--- config.mk ---
export PLATFORM = sky130hd
export DESIGN_NAME = crc8_frame_receiver
export DESIGN_NICKNAME = d
export VERILOG_FILES = /design/src/rtl/core/crcfr_pkg.sv /design/src/rtl/core/crcfr_in_reg.sv /design/src/rtl/core/crcfr_deframer.sv /design/src/rtl/core/crc8_frame_receiver.sv
export SDC_FILE = /design/constraint.sdc
export NUM_CORES = 1
export LEC_CHECK = 0
export BUFFER_PORTS_ARGS = -buffer_cell sky130_fd_sc_hd__buf_2
export CAP_MARGIN = 40
export CORE_MARGIN = 2
export CORE_UTILIZATION = 49
export CTS_CLUSTER_DIAMETER = 80
export DETAILED_ROUTE_END_ITERATION = 7
export PLACE_DENSITY = 0.64
export RECOVER_POWER = 100
export SETUP_SLACK_MARGIN = 0.5
export SLEW_MARGIN = 0
export SYNTH_ARGS = -nofsm -noshare
export SYNTH_HDL_FRONTEND = slang
export SYNTH_SLANG_ARGS = --single-unit
export TNS_END_PERCENT = 1
--- constraint.sdc ---
create_clock -name clk_i -period 4.56 [get_ports clk_i]
set_input_delay 0.912 -clock clk_i [delete_from_list [all_inputs] [get_ports clk_i]]
set_output_delay 0.912 -clock clk_i [all_outputs]
set_load 0.03 [all_outputs]
--- src/rtl/core/crcfr_pkg.sv ---
// Package with types, codes and the CRC-8 step for the frame receiver.
package crcfr_pkg;

  localparam logic [7:0]  SYNC_BYTE        = 8'hFA;
  localparam logic [7:0]  END_BYTE         = 8'hFE;
  localparam logic [7:0]  CRC_POLY         = 8'h07;
  localparam logic [15:0] MAX_PAYLOAD_RST  = 16'd1024;

  typedef enum logic [2:0] {
    KIND_DATA     = 3'd0,
    KIND_GOOD     = 3'd1,
    KIND_HDR_BAD  = 3'd2,
    KIND_DATA_BAD = 3'd3,
    KIND_BAD_END  = 3'd4,
    KIND_TOO_LONG = 3'd5
  } kind_e;

  typedef enum logic [7:0] {
    ST_HUNT     = 8'b0000_0001,
    ST_LEN_LO   = 8'b0000_0010,
    ST_LEN_HI   = 8'b0000_0100,
    ST_HDR_CRC  = 8'b0000_1000,
    ST_SYNC2    = 8'b0001_0000,
    ST_PAYLOAD  = 8'b0010_0000,
    ST_DATA_CRC = 8'b0100_0000,
    ST_END      = 8'b1000_0000
  } state_e;

  typedef struct packed {
    logic       valid;
    logic [7:0] rx_byte;
  } in_item_t;

  function automatic logic [7:0] crc8_update(logic [7:0] crc, logic [7:0] b);
    logic [7:0] v;
    v = crc ^ b;
    for (int i = 0; i < 8; i++) begin
      if (v[7]) begin
        v = {v[6:0], 1'b0} ^ CRC_POLY;
      end else begin
        v = {v[6:0], 1'b0};
      end
    end
    return v;
  endfunction

endpackage

--- src/rtl/core/crcfr_in_reg.sv ---
// Input register stage for received bytes.
module crcfr_in_reg (
  input  logic               clk_i,
  input  logic               rst_ni,
  input  logic               in_valid_i,
  output logic               in_ready_o,
  input  logic [7:0]         in_byte_i,
  input  logic               consume_i,
  output crcfr_pkg::in_item_t item_o
);
  import crcfr_pkg::*;

  logic       valid_q, valid_d;
  logic [7:0] byte_q;

  assign in_ready_o = !valid_q || consume_i;
  assign valid_d    = (in_valid_i && in_ready_o) || (valid_q && !consume_i);

  always_ff @(posedge clk_i or negedge rst_ni) begin
    if (!rst_ni) begin
      valid_q <= 1'b0;
    end else begin
      valid_q <= valid_d;
    end
  end

  always_ff @(posedge clk_i) begin
    if (in_valid_i && in_ready_o) begin
      byte_q <= in_byte_i;
    end
  end

  assign item_o.valid   = valid_q;
  assign item_o.rx_byte = byte_q;

endmodule

--- src/rtl/core/crcfr_deframer.sv ---
// Frame state machine, CRC checks and result register.
module crcfr_deframer (
  input  logic                clk_i,
  input  logic                rst_ni,
  input  logic                cfg_we_i,
  input  logic [15:0]         cfg_wdata_i,
  input  crcfr_pkg::in_item_t item_i,
  output logic                consume_o,
  output logic                out_valid_o,
  input  logic                out_ready_i,
  output logic [2:0]          out_kind_o,
  output logic [7:0]          out_data_o,
  output logic [15:0]         out_len_o
);
  import crcfr_pkg::*;

  state_e      state_q, state_d;
  logic [15:0] max_q;
  logic [15:0] len_q, len_d;
  logic [15:0] cnt_q, cnt_d;
  logic [7:0]  hcrc_q, hcrc_d;
  logic [7:0]  hrx_q, hrx_d;
  logic [7:0]  dcrc_q, dcrc_d;
  logic [7:0]  drx_q, drx_d;
  logic        emit;
  kind_e       kind;
  logic [7:0]  data;
  logic [7:0]  b;
  logic [15:0] cnt_inc;

  logic        ovalid_q, ovalid_d;
  kind_e       okind_q;
  logic [7:0]  odata_q;
  logic [15:0] olen_q;

  assign b         = item_i.rx_byte;
  assign consume_o = item_i.valid && (!ovalid_q || out_ready_i);
  assign cnt_inc   = cnt_q + 16'd1;

  always_comb begin
    state_d = state_q;
    len_d   = len_q;
    cnt_d   = cnt_q;
    hcrc_d  = hcrc_q;
    hrx_d   = hrx_q;
    dcrc_d  = dcrc_q;
    drx_d   = drx_q;
    emit    = 1'b0;
    kind    = KIND_DATA;
    data    = 8'd0;
    case (state_q)
      ST_HUNT: begin
        if (b == SYNC_BYTE) begin
          hcrc_d  = crc8_update(8'd0, b);
          dcrc_d  = 8'd0;
          cnt_d   = 16'd0;
          len_d   = 16'd0;
          state_d = ST_LEN_LO;
        end
      end
      ST_LEN_LO: begin
        len_d   = {8'd0, b};
        hcrc_d  = crc8_update(hcrc_q, b);
        state_d = ST_LEN_HI;
      end
      ST_LEN_HI: begin
        len_d  = {b, len_q[7:0]};
        hcrc_d = crc8_update(hcrc_q, b);
        if (len_d > max_q) begin
          emit    = 1'b1;
          kind    = KIND_TOO_LONG;
          state_d = ST_HUNT;
        end else begin
          state_d = ST_HDR_CRC;
        end
      end
      ST_HDR_CRC: begin
        hrx_d   = b;
        state_d = ST_SYNC2;
      end
      ST_SYNC2: begin
        state_d = (len_q == 16'd0) ? ST_DATA_CRC : ST_PAYLOAD;
      end
      ST_PAYLOAD: begin
        dcrc_d = crc8_update(dcrc_q, b);
        cnt_d  = cnt_inc;
        if (cnt_inc >= len_q) begin
          state_d = ST_DATA_CRC;
        end
        emit = 1'b1;
        kind = KIND_DATA;
        data = b;
      end
      ST_DATA_CRC: begin
        drx_d   = b;
        state_d = ST_END;
      end
      ST_END: begin
        emit = 1'b1;
        if (b != END_BYTE) begin
          kind = KIND_BAD_END;
        end else if (hcrc_q != hrx_q) begin
          kind = KIND_HDR_BAD;
        end else if (dcrc_q != drx_q) begin
          kind = KIND_DATA_BAD;
        end else begin
          kind = KIND_GOOD;
        end
        state_d = ST_HUNT;
      end
      default: begin
        state_d = ST_HUNT;
      end
    endcase
  end

  assign ovalid_d = (consume_o && emit) || (ovalid_q && !out_ready_i);

  always_ff @(posedge clk_i or negedge rst_ni) begin
    if (!rst_ni) begin
      state_q  <= ST_HUNT;
      max_q    <= MAX_PAYLOAD_RST;
      len_q    <= 16'd0;
      cnt_q    <= 16'd0;
      hcrc_q   <= 8'd0;
      hrx_q    <= 8'd0;
      dcrc_q   <= 8'd0;
      drx_q    <= 8'd0;
      ovalid_q <= 1'b0;
    end else begin
      ovalid_q <= ovalid_d;
      if (cfg_we_i) begin
        max_q <= cfg_wdata_i;
      end
      if (consume_o) begin
        state_q <= state_d;
        len_q   <= len_d;
        cnt_q   <= cnt_d;
        hcrc_q  <= hcrc_d;
        hrx_q   <= hrx_d;
        dcrc_q  <= dcrc_d;
        drx_q   <= drx_d;
      end
    end
  end

  always_ff @(posedge clk_i) begin
    if (consume_o && emit) begin
      okind_q <= kind;
      odata_q <= data;
      olen_q  <= len_d;
    end
  end

  assign out_valid_o = ovalid_q;
  assign out_kind_o  = okind_q;
  assign out_data_o  = odata_q;
  assign out_len_o   = olen_q;

endmodule

--- src/rtl/core/crc8_frame_receiver.sv ---
// Top level of the sync/length/CRC-8 frame receiver.
//
//  channel  | dir | handshake            | contents
//  ---------+-----+----------------------+------------------------------------
//  s_axis   | in  | tvalid/tready        | tdata[7:0] rx_byte
//  m_axis   | out | tvalid/tready        | tuser kind, tdata data_byte, length
//  cfg      | in  | cfg_we_i             | cfg_wdata_i max_payload
//
//  One byte per cycle sustained while the result is not stalled; a byte is held in
//  the input register and is processed into the result register when consumed.
//  The CRC-8 step for one byte is combinational XOR logic.
//  Reset clears the frame state, sets max_payload to 1024, empties both stages.
//  A stalled result holds; input keeps flowing while either stage has room.
module crc8_frame_receiver (
  input  logic        clk_i,
  input  logic        rst_ni,
  input  logic        s_axis_tvalid,
  output logic        s_axis_tready,
  input  logic [7:0]  s_axis_tdata,   // [7:0] rx_byte
  output logic        m_axis_tvalid,
  input  logic        m_axis_tready,
  output logic [23:0] m_axis_tdata,   // [7:0] data_byte, [23:8] frame_length
  output logic [2:0]  m_axis_tuser,   // [2:0] kind
  input  logic        cfg_we_i,
  input  logic [15:0] cfg_wdata_i
);
  import crcfr_pkg::*;

  in_item_t    item;
  logic        consume;
  logic [7:0]  out_data;
  logic [15:0] out_len;

  crcfr_in_reg u_in_reg (
    .clk_i      (clk_i),
    .rst_ni     (rst_ni),
    .in_valid_i (s_axis_tvalid),
    .in_ready_o (s_axis_tready),
    .in_byte_i  (s_axis_tdata),
    .consume_i  (consume),
    .item_o     (item)
  );

  crcfr_deframer u_deframer (
    .clk_i       (clk_i),
    .rst_ni      (rst_ni),
    .cfg_we_i    (cfg_we_i),
    .cfg_wdata_i (cfg_wdata_i),
    .item_i      (item),
    .consume_o   (consume),
    .out_valid_o (m_axis_tvalid),
    .out_ready_i (m_axis_tready),
    .out_kind_o  (m_axis_tuser),
    .out_data_o  (out_data),
    .out_len_o   (out_len)
  );

  assign m_axis_tdata = {out_len, out_data};

endmodule

==> results.ini <==
[critical_path]
cp.arrival_ns = 4.09
worstSetupPathType = reg2reg
critPathRequiredTime_ns = 4.68
start_kind = flip-flop
cp_max_fo = 19
crit_path_end_kind = flip-flop

[detailed_routing]
drt_iter0_markers = 300
num_vias = 5157
viasPerCell = 5.63
post_drt_wl_per_cell_um = 17.4
antenna_left = 0
drc = 0
dr.pass1.iters = 5
drt_wl_total_um = 15900

[floorplanning]
initial_utilization_pct = 50.0
die_y_um = 123
ioPinCount = 58
die_w_um = 123
core_area_mm2 = 0.0139
die-area_mm2 = 0.0151
num_rows = 43

[job]
cap_violations = 2

[logic_synthesis]
yosys_warnings = 0
syn_avg_cell_area_um2 = 10.3
synth_area_mm2 = 0.00695
synthTopCellsByCount = dfrtp_1 (88), nand2_1 (68), o21ai_0 (67)
ys_seq_elements = 125
synth_top_area_share_pct = 31.7
synthTopCellsByArea = dfrtp_1 (32%), edfxtp_1 (15%), ha_1 (6.7%)
synth-edff-count = 35
async_reset_ff_share_pct = 72.0
netlist_instances = 675
yosysTopAreaCell = dfrtp_1
synth_cell_type_count = 54
synth-seq-area-share_pct = 47.6
synth.most_common_cell = dfrtp_1
syn-num-nets = 741
ys.flop_type = dfrtp_1

[cells_and_area]
stdcell_area_mm2 = 0.00792
nFillCells = 1220
antenna_cells = 0
syn_to_final_growth_pct = 14.0
nNetsFinal = 790
drive_gt1_share_pct = 11.3
layout.cells.non_filler = 916

[timing]
fmax_ghz = 0.252
slew_viol_final = 68
fin_crit_ns = 3.96
finalClockSkew_ns = 0.00908
tightest_slew_ns = 3.18
post-route-worst-setup-slack_ns = 0.599
setup_viol = 0
rsz0062_at_grt = false
slew_headroom_pct = -112
period_share_pct = 86.9
final.setup.tns_ns = 0
hold_viol = 0

[outcome]
run_status = finished with violations
violations = capacitance limit, slew limit

[clock_network]
tritoncts = done
cts_resized = 0
cts_sinks = 125
cts_setup_buffers = 0
cts_buffer_depth = 2
path_clk_slew_ns = 0.05
cts_buffers = 17
holdBufCountCts = 0
cts_root_buf = clkbuf_16
clk_latency_ns = 0.42
htree_levels = 4

[grt]
grt_pass1_wl_um = 25600
grt_max_degree = 59
grt-ovfl-total = 0
grtUsageTotal_pct = 22.5
grt_pass1_vias = 5056
antenna_found_initial = 0

[placement]
place_congestion = 0.881
place_inst = 885
dpl-instance-area_mm2 = 0.00741
dpl_worst_slack_ns = 0.938
dp_hpwl_um = 11200
portBuffers = 57

[pwr]
ir_drop_v = 0.000277
power_density_mw_per_mm2 = 520
p_leak_nw = 3.55

[hold_path]
hp-class = reg2reg

per-stage QoR:
step / total power, mW / utilization, % / hold slack (ns)
floorplan: 2.49 / - / 0.469
global placement: 2.74 / 53.2 / 0.508
detailed placement: 2.80 / 53.4 / 0.512
CTS: 4.15 / 57.7 / 0.525
global route: 4.37 / 57.0 / 0.542
finish: 4.12 / 57.0 / 0.522
layout make-up:
| type | count | area [µm²] | area share, % |
|---|---|---|---|
| clock buffer | 24 | 502 | 6.34 |
| clock inverter | 7 | 87.6 | 1.11 |
| inverter | 36 | 135 | 1.71 |
| multi-input combinational | 477 | 3330 | 42.0 |
| sequential | 125 | 3310 | 41.8 |
| tap | 180 | 225 | 2.84 |
| timing repair buffer | 67 | 334 | 4.22 |
worst paths after layout:
path	startpoint	endpoint	slack, ns	cells after the start
worst max-delay path	u_deframer.state_q[6]	u_deframer.out_len_o[9]	0.60	6
worst min-delay path	u_deframer.drx_q[3]	u_deframer.drx_q[3]	0.52	1
worst max register to register	u_deframer.state_q[6]	u_deframer.out_len_o[9]	0.60	6
worst min register to register	u_deframer.drx_q[3]	u_deframer.drx_q[3]	0.52	1
max in group asynchronous	rst_ni	u_deframer.cnt_q[15]	1.22	1
min in group asynchronous	rst_ni	u_deframer.max_q[12]	1.54	1
per-layer routing:
layer	global-route usage [%]	vias to the layer above	part of all wire (%)
met2	37.3	142	49
met1	29.2	2502	45
met5	0	-	0
li1	-	2493	-
met4	8.38	0	2.0
met3	4.43	20	4.3
report_power, final:
group	internal (mW)	switching (mW)	total (mW)
Combinational	0.534	0.723	1.26
Clock	0.869	0.472	1.34
Sequential	1.32	0.200	1.52
Total	2.72	1.39	4.12
kinds of logic after synthesis:
kind of cell,after synthesis,share of synthesized area [%]
AND/OR/NAND/NOR,188,13.8
AO/OA/AOI/OAI,152,13.9
flip-flops,125,47.6
XOR/XNOR,78,10.2
buffers and inverters,73,4.27
adder cells (fa/ha/maj),37,6.66
multiplexers,22,3.53
flip-flops by register name, summed over array words and instances (netlist names), 16 cells and up:
signal                cells
u_deframer.cnt_q         16
u_deframer.out_len_o     16
u_deframer.max_q         16
u_deframer.len_q         16
critical path, stage by stage, from the launching register on:
cell	delay, ns
dfrtp_1	0.44
nor4_1	0.88
and4b_1	0.62
nand2_1	0.12
a21o_1	0.26
a31oi_1	1.08
buf_16	0.25
cells in the final DEF, fill, tap and decap left out, types with 20 or more instances in the layout:
master    synthesis  final
a21oi_1          20     20
inv_1            36     36
buf_2             0     26
edfxtp_1         35     35
clkbuf_1         32     35
o21ai_0          67     69
nand2_1          68     68
dfrtp_1          88     88
xor2_1           27     27
nor2_1           29     29
ha_1             37     37
nand3_1          23     23
xnor2_1          49     49
No activity file was read; power rests on OpenSTA's default activity.
